===== src/hw/rtl/htfd_pkg.sv =====
// Shared types, constants and CRC function for the humidity/temperature frame decoder.
package htfd_pkg;

   localparam logic [7:0]  CRC_POLY      = 8'h31;
   localparam logic [7:0]  CRC_INIT      = 8'hFF;
   localparam logic [7:0]  CRC_TOPBIT    = 8'h80;
   localparam logic [16:0] RAW_FULL      = 17'd65535;
   localparam logic [10:0] TEMP_SPAN_X10 = 11'd1750;
   localparam logic [11:0] TEMP_BASE_X10 = 12'd450;
   localparam logic [6:0]  HUM_SPAN      = 7'd100;

   localparam int TEMP_PROD_W = 27;
   localparam int HUM_PROD_W  = 23;

   typedef struct packed {
      logic [7:0] data_byte;
      logic       frame_start;
   } htfd_req_type;

   typedef struct packed {
      logic signed [11:0] temperature_tenths;
      logic [6:0]         humidity_percent;
      logic               temperature_ok;
      logic               humidity_ok;
   } htfd_rsp_type;

   // CRC-8, MSB first, one byte per call
   function automatic logic [7:0] crc8_feed(input logic [7:0] crc, input logic [7:0] b);
      logic [7:0] c;
      c = crc ^ b;
      for (int k = 0; k < 8; k++) begin
         if ((c & CRC_TOPBIT) != 8'h00) begin
            c = {c[6:0], 1'b0} ^ CRC_POLY;
         end else begin
            c = {c[6:0], 1'b0};
         end
      end
      return c;
   endfunction

endpackage


===== src/hw/rtl/humidity_temp_frame_decoder.sv =====
// A result passes the h1 and h2 conversion registers into the output register after byte 5 of its frame transfers.
// Throughput: one byte per cycle; byte 5 is held off only while the previous result is
//    still in the conversion pipe or waits in the output register.
// Conversions multiply by the span, then divide by 65535 through shift, add and one compare-and-increment correction.
// Reset (synchronous, active high) returns to idle, CRC to 0xFF, stored values to zero.
module humidity_temp_frame_decoder
   import htfd_pkg::*;
(
   input  logic         clock,
   input  logic         reset,
   input  logic         req_valid,
   output logic         req_ready,
   input  htfd_req_type req_data,
   output logic         rsp_valid,
   input  logic         rsp_ready,
   output htfd_rsp_type rsp_data
);

   localparam logic [2:0] POS_IDLE     = 3'd0;
   localparam logic [2:0] POS_TEMP_LO  = 3'd1;
   localparam logic [2:0] POS_TEMP_CRC = 3'd2;
   localparam logic [2:0] POS_HUM_HI   = 3'd3;
   localparam logic [2:0] POS_HUM_LO   = 3'd4;
   localparam logic [2:0] POS_HUM_CRC  = 3'd5;

   // frame state
   logic [2:0]         pos_ff, pos_in;
   logic [7:0]         crc_ff, crc_in;
   logic [15:0]        word_ff, word_in;
   logic               tpass_ff, tpass_in;
   logic signed [11:0] temp_ff;
   logic [6:0]         hum_ff;

   // temperature conversion pipe
   logic                   t1_vld_ff;
   logic [TEMP_PROD_W-1:0] t1_prod_ff;
   logic                   t2_vld_ff;
   logic [10:0]            t2_q_ff;
   logic [16:0]            t2_r_ff;

   // humidity conversion and result pipe
   logic                  h1_vld_ff;
   logic [HUM_PROD_W-1:0] h1_prod_ff;
   logic                  h1_ok_ff;
   logic                  h1_tok_ff;
   logic signed [11:0]    h1_temp_ff;
   logic                  h2_vld_ff;
   logic [6:0]            h2_q_ff;
   logic [16:0]           h2_r_ff;
   logic                  h2_ok_ff;
   logic                  h2_tok_ff;
   logic signed [11:0]    h2_temp_ff;

   logic         rsp_valid_ff;
   htfd_rsp_type rsp_data_ff;

   logic        req_fire;
   logic        last_byte;
   logic [2:0]  cur_pos;
   logic        t_go;
   logic        h_go;
   logic        hum_ok;
   logic [7:0]  b;

   logic        t_ge;
   logic [10:0] t_qf;
   logic        t_nz;
   logic        t_neg;
   logic [11:0] t_calc;
   logic [6:0]  h_pct;

   assign b         = req_data.data_byte;
   assign last_byte = !req_data.frame_start && (pos_ff == POS_HUM_CRC);
   // byte 5 only enters when the result path is empty, so the output register is free
   assign req_ready = !(last_byte && (rsp_valid_ff || h1_vld_ff || h2_vld_ff));
   assign req_fire  = req_valid && req_ready;

   always_comb begin
      pos_in   = pos_ff;
      crc_in   = crc_ff;
      word_in  = word_ff;
      tpass_in = tpass_ff;
      t_go     = 1'b0;
      h_go     = 1'b0;
      hum_ok   = 1'b0;
      cur_pos  = req_data.frame_start ? POS_IDLE : pos_ff;
      if (req_fire) begin
         if (!req_data.frame_start && (pos_ff == POS_IDLE || pos_ff > POS_HUM_CRC)) begin
            pos_in = POS_IDLE;   // stray byte
         end else begin
            pos_in = cur_pos + 3'd1;
            case (cur_pos)
               POS_IDLE, POS_HUM_HI: begin
                  crc_in  = crc8_feed(CRC_INIT, b);
                  word_in = {b, 8'h00};
               end
               POS_TEMP_LO, POS_HUM_LO: begin
                  crc_in  = crc8_feed(crc_ff, b);
                  word_in = {word_ff[15:8], b};
               end
               POS_TEMP_CRC: begin
                  tpass_in = (crc_ff == b);
                  t_go     = (crc_ff == b);
               end
               POS_HUM_CRC: begin
                  h_go   = 1'b1;
                  hum_ok = (crc_ff == b);
                  pos_in = POS_IDLE;
               end
               default: begin
                  pos_in = POS_IDLE;
               end
            endcase
         end
      end
   end

   // x / 65535: q = x >> 16, remainder = low half + q, then one correction
   always_comb begin
      t_ge   = (t2_r_ff >= RAW_FULL);
      t_qf   = t2_q_ff + 11'(t_ge);
      t_nz   = (t2_r_ff != 17'd0) && (t2_r_ff != RAW_FULL);
      t_neg  = (t_qf < 11'(TEMP_BASE_X10));
      // negative quotients truncate toward zero: round up when inexact
      t_calc = 12'(t_qf) - TEMP_BASE_X10 + 12'(t_neg && t_nz);
      h_pct  = h2_q_ff + 7'(h2_r_ff >= RAW_FULL);
   end

   always_ff @(posedge clock) begin
      if (reset) begin
         pos_ff       <= POS_IDLE;
         crc_ff       <= CRC_INIT;
         word_ff      <= 16'h0000;
         tpass_ff     <= 1'b0;
         temp_ff      <= 12'sd0;
         hum_ff       <= 7'd0;
         t1_vld_ff    <= 1'b0;
         t2_vld_ff    <= 1'b0;
         h1_vld_ff    <= 1'b0;
         h2_vld_ff    <= 1'b0;
         rsp_valid_ff <= 1'b0;
      end else begin
         pos_ff    <= pos_in;
         crc_ff    <= crc_in;
         word_ff   <= word_in;
         tpass_ff  <= tpass_in;
         t1_vld_ff <= t_go;
         t2_vld_ff <= t1_vld_ff;
         h1_vld_ff <= h_go;
         h2_vld_ff <= h1_vld_ff;
         if (t2_vld_ff) begin
            temp_ff <= signed'(t_calc);
         end
         if (h2_vld_ff && h2_ok_ff) begin
            hum_ff <= h_pct;
         end
         if (h2_vld_ff) begin
            rsp_valid_ff <= 1'b1;
         end else if (rsp_ready) begin
            rsp_valid_ff <= 1'b0;
         end
      end
   end

   always_ff @(posedge clock) begin
      t1_prod_ff <= TEMP_PROD_W'(TEMP_SPAN_X10) * TEMP_PROD_W'(word_ff);
      t2_q_ff    <= t1_prod_ff[TEMP_PROD_W-1:16];
      t2_r_ff    <= {1'b0, t1_prod_ff[15:0]} + 17'(t1_prod_ff[TEMP_PROD_W-1:16]);
      h1_prod_ff <= HUM_PROD_W'(HUM_SPAN) * HUM_PROD_W'(word_ff);
      h1_ok_ff   <= hum_ok;
      h1_tok_ff  <= tpass_ff;
      h1_temp_ff <= temp_ff;
      h2_q_ff    <= h1_prod_ff[HUM_PROD_W-1:16];
      h2_r_ff    <= {1'b0, h1_prod_ff[15:0]} + 17'(h1_prod_ff[HUM_PROD_W-1:16]);
      h2_ok_ff   <= h1_ok_ff;
      h2_tok_ff  <= h1_tok_ff;
      h2_temp_ff <= h1_temp_ff;
      if (h2_vld_ff) begin
         rsp_data_ff.temperature_tenths <= h2_temp_ff;
         rsp_data_ff.humidity_percent   <= h2_ok_ff ? h_pct : hum_ff;
         rsp_data_ff.temperature_ok     <= h2_tok_ff;
         rsp_data_ff.humidity_ok        <= h2_ok_ff;
      end
   end

   assign rsp_valid = rsp_valid_ff;
   assign rsp_data  = rsp_data_ff;

   a_no_overwrite: assert property (@(posedge clock) disable iff (reset)
      h2_vld_ff |-> !rsp_valid_ff)
      else $error("result reached a full output register");

   a_last_byte_starts_pipe: assert property (@(posedge clock) disable iff (reset)
      (req_fire && last_byte) |=> h1_vld_ff)
      else $error("final frame byte did not enter the conversion pipe");

   a_pos_range: assert property (@(posedge clock) disable iff (reset)
      pos_ff <= POS_HUM_CRC)
      else $error("byte position out of range");

   a_rsp_range: assert property (@(posedge clock) disable iff (reset)
      rsp_valid_ff |-> (rsp_data_ff.humidity_percent <= HUM_SPAN) &&
                       (rsp_data_ff.temperature_tenths >= -12'sd450) &&
                       (rsp_data_ff.temperature_tenths <= 12'sd1300))
      else $error("converted value out of range");

endmodule

===== config.mk =====
export PLATFORM = sky130hd
export DESIGN_NAME = humidity_temp_frame_decoder
export DESIGN_NICKNAME = d
export VERILOG_FILES = /design/src/hw/rtl/htfd_pkg.sv /design/src/hw/rtl/humidity_temp_frame_decoder.sv
export SDC_FILE = /design/constraint.sdc
export NUM_CORES = 1
export LEC_CHECK = 0
export BUFFER_PORTS_ARGS = -buffer_cell sky130_fd_sc_hd__buf_4
export CAP_MARGIN = 20
export CORE_ASPECT_RATIO = 0.5
export CORE_MARGIN = 2
export CORE_UTILIZATION = 45
export DETAILED_ROUTE_END_ITERATION = 16
export HOLD_SLACK_MARGIN = 0.03
export PLACE_DENSITY_LB_ADDON = 0.12
export SLEW_MARGIN = 25
export SYNTH_ARGS = -nofsm -noshare
export SYNTH_HDL_FRONTEND = slang
export SYNTH_SLANG_ARGS = --single-unit

===== constraint.sdc =====
create_clock -name clock -period 6.9 [get_ports clock]
set_clock_uncertainty 0.15 [all_clocks]
set_input_delay 1.38 -clock clock [delete_from_list [all_inputs] [get_ports clock]]
set_output_delay 1.38 -clock clock [all_outputs]
set_load 0.01 [all_outputs]

## Yosys cells after proc, flatten, opt, wreduce, memory -nomap -nowiden

Index checks and enable logic that the tools add are counted.

- Input bits: 13
- Bits in registers: 200
- Output and inout port bits: 23
- Word-level logic and storage cells: 165

- Multiply operators: 2
- Bitwise logic cells: 23
- Multiplexer cells: 67
- Order comparisons: 4
- Add/sub/neg operators: 7
- Reductions and logical operators: 26
- Equal/unequal tests: 8

Operators with widths:

| operator | count |
|---|---|
| 8-bit two-way mux | 42 |
| 6-bit two-way mux | 16 |
| 3-bit inverter | 16 |
| 17-bit by 16-bit greater-or-equal comparator with 1-bit output, second input constant | 2 |
| 16-bit case mux with 2 select lines | 1 |
| 10-bit by 16-bit multiplier with 26-bit output, first input constant | 1 |
| 5-bit by 16-bit multiplier with 21-bit output, first input constant | 1 |
| 16-bit by 11-bit adder with 17-bit output | 1 |
| 16-bit by 7-bit adder with 17-bit output | 1 |
| 17-bit by 16-bit != test with 1-bit output, second input constant | 1 |
| 17-bit nonzero test | 1 |
| 8-bit case mux with 2 select lines | 1 |
| 12-bit by 1-bit adder with 12-bit output | 1 |
| 11-bit by 9-bit subtractor with 12-bit output, second input constant | 1 |
| 11-bit by 1-bit adder with 11-bit output | 1 |
| 11-bit by 9-bit less-than comparator with 1-bit output, second input constant | 1 |
| 3-bit == test, second input constant | 3 |
| 3-bit two-way mux | 3 |
| 8-bit == test | 1 |
| 8-bit inverter | 1 |
| 8-bit bitwise XOR | 1 |
| 7-bit by 1-bit adder with 7-bit output | 1 |
| 1-bit logical AND | 7 |
| 7-bit two-way mux | 1 |
| other kinds (16) | 31 |

## Logic depth before layout (Yosys ltp)

Gate-level depths: netlist (run 1).

- Word-level depth: 39
- Mapped depth: 20
- Depth with buffers taken out: 19

## Least setup slack after synthesis (run 1)

No wires, ideal clock.

- Path type: reg2reg
- From: register word_ff[8]
- To: register t1_prod_ff[25]
- Buffers on the path: 1
- Arrival: 4.620 ns
- Data required time: 6.632 ns
- Clock period less this slack: 4.888 ns
- Slack: 2.012 ns
- Cell stages (with the launch flop): 18
- Library setup time: 0.118 ns
- Path through: dfxtp_1 -> ha_1 -> inv_1 -> fa_1 -> fa_1 -> inv_1 -> fa_1 -> inv_1 -> fa_1 -> inv_1 -> ha_1 -> buf_2 -> and3_1 -> nand2_1 -> a2111oi_0 -> nor2_1 -> o221a_2 -> xnor2_1

- Longest elaborated chain between the ends: 1

RTL lines:

| item | RTL line | source |
|---|---|---|
| from (decl) | humidity_temp_frame_decoder.sv:29 | `logic [15:0] word_ff, word_in;` |
| from (signal assigned) | humidity_temp_frame_decoder.sv:145 | `word_ff <= word_in;` |
| 10-bit by 16-bit multiplier with 26-bit output | humidity_temp_frame_decoder.sv:166 | `t1_prod_ff <= TEMP_PROD_W'(TEMP_SPAN_X10) * TEMP_PROD_W'(word_ff);` |
| to (signal assigned) | humidity_temp_frame_decoder.sv:166 |  |
| to (decl) | humidity_temp_frame_decoder.sv:36 | `logic [TEMP_PROD_W-1:0] t1_prod_ff;` |

No other way between the ends.
A chain may end at the register's enable or synchronous reset.

## Worst setup path in the final report (run 1)

Same ends and word-level chain as after synthesis.

==> results of run 1 <==
==> flip-flops by register name (all words and copies together) (netlist names), 3 cells and up <==
| signal | cells |
|---|---|
| crc_ff | 8 |
| h1_prod_ff | 21 |
| h1_temp_ff | 12 |
| h2_q_ff | 5 |
| h2_r_ff | 17 |
| h2_temp_ff | 12 |
| hum_ff | 7 |
| pos_ff | 3 |
| rsp_data | 21 |
| t1_prod_ff | 25 |
| t2_q_ff | 10 |
| t2_r_ff | 17 |
| temp_ff | 12 |
| word_ff | 16 |
==> how the worst min path moves through the flow <==
stage	end	depth (start not counted)	from	slack, ns
floorplan	h2_ok_ff	0	h1_ok_ff	0.16
global placement	h2_temp_ff[9]	0	h1_temp_ff[9]	0.16
detailed placement	h2_temp_ff[2]	0	h1_temp_ff[2]	0.16
CTS	h2_temp_ff[2]	0	h1_temp_ff[2]	0.18
global route	h2_temp_ff[10]	0	h1_temp_ff[10]	0.19
finish	h2_temp_ff[0]	0	h1_temp_ff[0]	0.18
==> critical path, cell delays in order (launching register included) <==
cell and delay, ns:
dfxtp_1 0.59, ha_1 0.36, inv_1 0.10, fa_1 0.42, fa_1 0.55, inv_1 0.05
fa_1 0.53, inv_1 0.05, fa_1 0.49, inv_1 0.04, ha_1 0.42, and3_1 0.23
nand2_1 0.08, a2111oi_0 0.73, nor2_1 0.11, o221a_2 0.26, xnor2_1 0.12
==> cell usage after synthesis, drive strengths merged (14+ instances only) <==
| master | count | area, µm² |
|---|---|---|
| ha | 143 | 1790 |
| edfxtp | 21 | 631 |
| a211oi | 18 | 135 |
| fa | 74 | 1480 |
| nand2 | 62 | 233 |
| dfxtp | 175 | 3500 |
| a21oi | 63 | 315 |
| xor2 | 43 | 377 |
| mux2i | 17 | 170 |
| o21ai | 48 | 240 |
| clkbuf | 18 | 68.8 |
| nand3 | 26 | 130 |
| inv | 142 | 533 |
| xnor2 | 67 | 602 |
| nor2 | 78 | 293 |
| nand4 | 14 | 87.6 |
| nor3 | 19 | 95.1 |
==> kinds of logic (layout without fill, tap and decap cells) <==
group,count (synthesis),in the layout,share of synthesized area [%]
adders and majority gates,217,217,27.2
DFF,196,196,34.4
xor gates and xnor gates,112,112,8.52
and+or+nand+nor,265,265,10.8
buffers and inverters,172,211,6.03
muxes,21,21,1.79
AOI/OAI and AO/OA,210,210,11.2
==> power by group <==
part | switching, mW | leakage, nW | internal [mW] | total (mW)
logic | 0.389 | 4.22 | 0.310 | 0.699
clock network | 0.471 | 0.285 | 0.520 | 0.991
registers | 0.127 | 1.63 | 1.28 | 1.41
==> area by class of cell <==
| type | count | area, µm² |
|---|---|---|
| clock inverters | 13 | 140 |
| inverters | 142 | 533 |
| flip-flops and latches | 196 | 4130 |
| fillers | 2455 | 13200 |
| well taps | 352 | 440 |
| clock buffers | 19 | 443 |
| repair buffers | 37 | 278 |
| multi-input cells | 825 | 7150 |
==> metal layers <==
layer / GRT usage (%) / vias to the layer above / wire length, µm
met4: 3.92 / 0 / 267
met1: 29.5 / 3949 / 14200
met3: 4.62 / 23 / 1190
met5: 0 / - / 0
met2: 30.0 / 166 / 11400
li1: - / 4130 / -
==> flow_metrics.py, run 1 <==
metrics = {
    "placed_design": {
        "placed_cells": 1552,
        "gp_congestion": 0.934,
        "place_ws_ns": 1.45,
        "postPlaceCellArea_um2": 12500,
        "portBuffers": 35,
        "dp.final_hpwl_um": 22000,
    },
    "clock_network": {
        "cts_buffers": 17,
        "clockBufferDepth": 2,
        "hold_buffers": 0,
        "clk_pin_slew_ns": 0.08,
        "cts_tree": "built",
        "clock-sinks": 196,
        "cts_resized": 0,
        "cts_root_buffer": "clkbuf_16",
        "clk_latency_ns": 0.46,
        "post-cts-setup-buffer-count": 0,
        "h-tree-depth": 4,
    },
    "pwr": {
        "p_per_area_nw_per_um2": 236,
        "ir_drop_mv": 0.191,
        "finalPower_mw": 3.10,
        "p_leak_nw": 6.13,
    },
    "detailed_routing": {
        "totalWireLength_um": 27100,
        "vias": 8268,
        "drtPass1Iterations": 4,
        "avgViaCountPerCell": 5.22,
        "dr.first_iter.drc_count": 428,
        "drc": 0,
        "final_antenna_net_count": 0,
        "wl_per_cell_um": 17.1,
    },
    "synth": {
        "seq_area_frac_synth_pct": 34.4,
        "ys_types": 75,
        "syn_area_um2": 12000,
        "syn_inst": 1193,
        "postSynthAreaPerCell_um2": 10.1,
        "synth-async-reset-ratio_pct": 0,
        "synth_enable_flop_cells": 21,
        "ys.flop_type": "dfxtp_1",
        "synth_seq_cells": 196,
        "yosys_warnings": 0,
        "syn-num-nets": 1423,
    },
    "worst_setup_path": {
        "r2r_end": "t1_prod_ff[25]",
        "cp_data_required_time_ns": 7.09,
        "crit_type": "reg -> reg",
        "crit_path_end_kind": "flop",
        "r2r-start": "word_ff[8]",
        "critPathCapture": "t1_prod_ff[25]",
        "cp_max_fo": 8,
        "timing.critical_path.from": "word_ff[8]",
        "r2r_cells": 16,
        "critical_path_arrival_ns": 5.60,
        "reg2reg_setup_slack_ns": 1.50,
        "worst_setup_path_start_kind": "flop",
    },
    "final_layout": {
        "final_common_cell": "dfxtp_1",
        "layout-drive-gt1-share_pct": 6.74,
        "area_growth_pct": 9.24,
        "nNetsFinal": 1449,
        "stdcell_count": 1584,
        "stdcell_area_um2": 13100,
        "num_antenna_cells": 0,
        "layout_common_cells": "175 x dfxtp_1, 143 x ha_1, 142 x inv_1",
        "final_util_pct": 49.8,
    },
    "grt": {
        "antenna_found_initial": 0,
        "grt_overflow": 0,
        "grt_max_degree": 50,
        "grt_pass1_wl_um": 43600,
        "first_global_vias": 8130,
        "grt_usage_pct": 20.0,
    },
    "timing": {
        "min_period_ns": 5.40,
        "setup_viol": 0,
        "fin_ws_ns": 1.50,
        "tightest_slew_ns": 0.785,
        "report.final.slew_viol_count": 0,
        "rsz0062_at_grt": "no",
        "tns_ns": 0,
        "hold_violations": 0,
        "whs_ns": 0.177,
        "relSlewSlack_pct": 46.3,
        "clock.fmax_mhz": 185,
        "fin_crit_sh_pct": 78.3,
    },
    "die": {
        "initial_core_util_pct": 45.6,
        "die_area_um2": 28100,
        "rows": 42,
        "die_h_um": 120,
        "boundaryPins": 36,
        "core_area_um2": 26300,
        "fp.dieW_um": 235,
    },
    "status": {
        "outcome": "complete, no violations",
    },
    "min_path": {
        "hp-class": "reg -> reg",
    },
    "job": {
        "max_cap_viol_count": 0,
    },
}
No activity file was read; power rests on OpenSTA's default activity.
==> run 2: changes to the inputs <==
==> constraint.sdc (replaced) <==
create_clock -name clock -period 4.4 [get_ports clock]
set_clock_uncertainty 0.15 [all_clocks]
set_input_delay 0.88 -clock clock [delete_from_list [all_inputs] [get_ports clock]]
set_output_delay 0.88 -clock clock [all_outputs]
set_load 0.01 [all_outputs]
==> run 2 against run 1 <==
The run now ends with setup timing left. Combinational power up 96%. Utilization grew 5.3 points. Critical path type unchanged. Die area unchanged. Sequential share of layout area shrank 2.7 points. Hold slack improved by 0.0020 ns. Critical endpoint is now t1_prod_ff[19]. Count of clock-buffer cells in the layout down 2. Cell area increased by 11%. Sequential power rose by 58%. Power is 70% higher. Critical path depth did not move. Sequential cell count stayed put.
==> flow_metrics.py, run 2 (synthesized netlist as in run 1, its figures left out) <==
metrics = {
    "die": {
        "fp.dieW_um": 235,
        "initial_core_util_pct": 45.6,
        "core_area_um2": 26300,
        "boundaryPins": 36,
        "die_h_um": 120,
        "die_area_um2": 28100,
        "rows": 42,
    },
    "detailed_routing": {
        "vias": 8750,
        "dr.first_iter.drc_count": 597,
        "drc": 0,
        "totalWireLength_um": 28800,
        "drtPass1Iterations": 5,
        "wl_per_cell_um": 17.2,
        "avgViaCountPerCell": 5.21,
        "final_antenna_net_count": 0,
    },
    "clock_network": {
        "cts_root_buffer": "clkbuf_16",
        "cts_tree": "built",
        "h-tree-depth": 4,
        "hold_buffers": 0,
        "clk_pin_slew_ns": 0.08,
        "cts_buffers": 17,
        "clk_latency_ns": 0.45,
        "clockBufferDepth": 2,
        "clock-sinks": 196,
    },
    "grt": {
        "grt_overflow": 0,
        "grt_max_degree": 50,
        "antenna_found_initial": 2,
        "first_global_vias": 8935,
        "grt_pass1_wl_um": 46800,
        "grt_usage_pct": 21.4,
    },
    "final_layout": {
        "stdcell_count": 1678,
        "final_common_cell": "dfxtp_1",
        "area_growth_pct": 20.8,
        "layout-drive-gt1-share_pct": 19.9,
        "largest_reg_flops": 25,
        "largest_register": "t1_prod_ff",
        "nNetsFinal": 1541,
        "final_util_pct": 55.1,
        "layout_common_cells": "161 x dfxtp_1, 129 x inv_1, 122 x buf_4",
    },
    "worst_setup_path": {
        "critical_path_arrival_ns": 4.66,
        "worst_setup_path_start_kind": "flop",
        "cp_data_required_time_ns": 4.62,
        "crit_path_end_kind": "flop",
        "crit_type": "reg -> reg",
        "cp_max_fo": 6,
    },
    "placed_design": {
        "portBuffers": 35,
        "gp_congestion": 0.891,
        "dp.final_hpwl_um": 22400,
        "placed_cells": 1627,
    },
    "timing": {
        "hold_violations": 0,
        "fin_crit_sh_pct": 101,
        "report.final.slew_viol_count": 0,
        "setup_viol": 2,
        "rsz0062_at_grt": "yes",
        "min_period_ns": 4.44,
        "relSlewSlack_pct": 48.0,
        "fin_ws_ns": -0.0445,
        "tightest_slew_ns": 0.780,
        "clock.fmax_mhz": 225,
    },
    "min_path": {
        "hp-class": "reg -> reg",
    },
    "status": {
        "outcome": "complete, but fails checks",
        "violations": "setup timing",
    },
    "job": {
        "max_cap_viol_count": 0,
    },
    "pwr": {
        "p_per_area_nw_per_um2": 362,
        "ir_drop_mv": 0.252,
        "finalPower_mw": 5.25,
        "p_leak_nw": 6.60,
    },
}
run 2: per-stage QoR:
step                      hold slack (ns)  TNS, ns  worst slack (ns)  instance area (µm²)
final                               0.179  -0.0841           -0.0445                14500
after global routing                0.185   -0.897            -0.149                14500
after CTS                           0.181   -0.109           -0.0837                14200
after detailed placement            0.162   -0.896            -0.172                13300
after global placement              0.160   -0.438           -0.0705                13300
after floorplan                     0.160  -0.0109           -0.0109                12200
run 2: path summary, 6_finish.rpt:
kind | from | end | slack (ns) | cells after the start
setup reg to reg | word_ff[8] | t1_prod_ff[19] | -0.04 | 16
hold / removal | h1_temp_ff[5] | h2_temp_ff[5] | 0.18 | 0
setup / recovery | word_ff[8] | t1_prod_ff[19] | -0.04 | 16
hold reg to reg | h1_temp_ff[5] | h2_temp_ff[5] | 0.18 | 0
run 2: power by group:
part           switching, mW  internal (mW)  leakage, nW  total, mW
Clock                  0.817          0.835        0.301       1.65
Combinational          0.716          0.655         4.66       1.37
Sequential             0.224           2.00         1.64       2.23
Total                   1.76           3.49         6.60       5.25
run 2: worst max-delay path, stage by stage (launching register included):
cell and delay (ns):
dfxtp_4 0.40, ha_4 0.29, inv_2 0.04, fa_2 0.57, inv_2 0.04, fa_2 0.41
fa_1 0.50, inv_1 0.05, fa_1 0.49, inv_2 0.04, ha_4 0.22, a21o_1 0.20
a211oi_4 0.28, o2bb2ai_4 0.09, or3_1 0.32, a21oi_2 0.15, xnor2_1 0.13
run 2: layout make-up:
type	count	area, µm²
inverters	142	539
multi-input cells	825	7720
fillers	2314	11800
flip-flops and latches	196	4180
well taps	352	440
clock buffers	17	425
diodes	2	5.00
clock inverters	15	201
repair buffers	129	995
run 2: timing repair:
action | CTS | global route
resized for setup | 47 | 36
pin swaps | 31 | 53
setup endpoints to repair | 12 | 15
buffers inserted | 6 | 14
run 2: layer usage:
metal  vias up  track usage (%)  part of all wire [%]
met3        28             3.61                   3.8
met4         0             5.38                   1.5
met1      4267             31.0                    51
li1       4295                -                     -
met2       160             33.4                    44
met5         -                0                     0
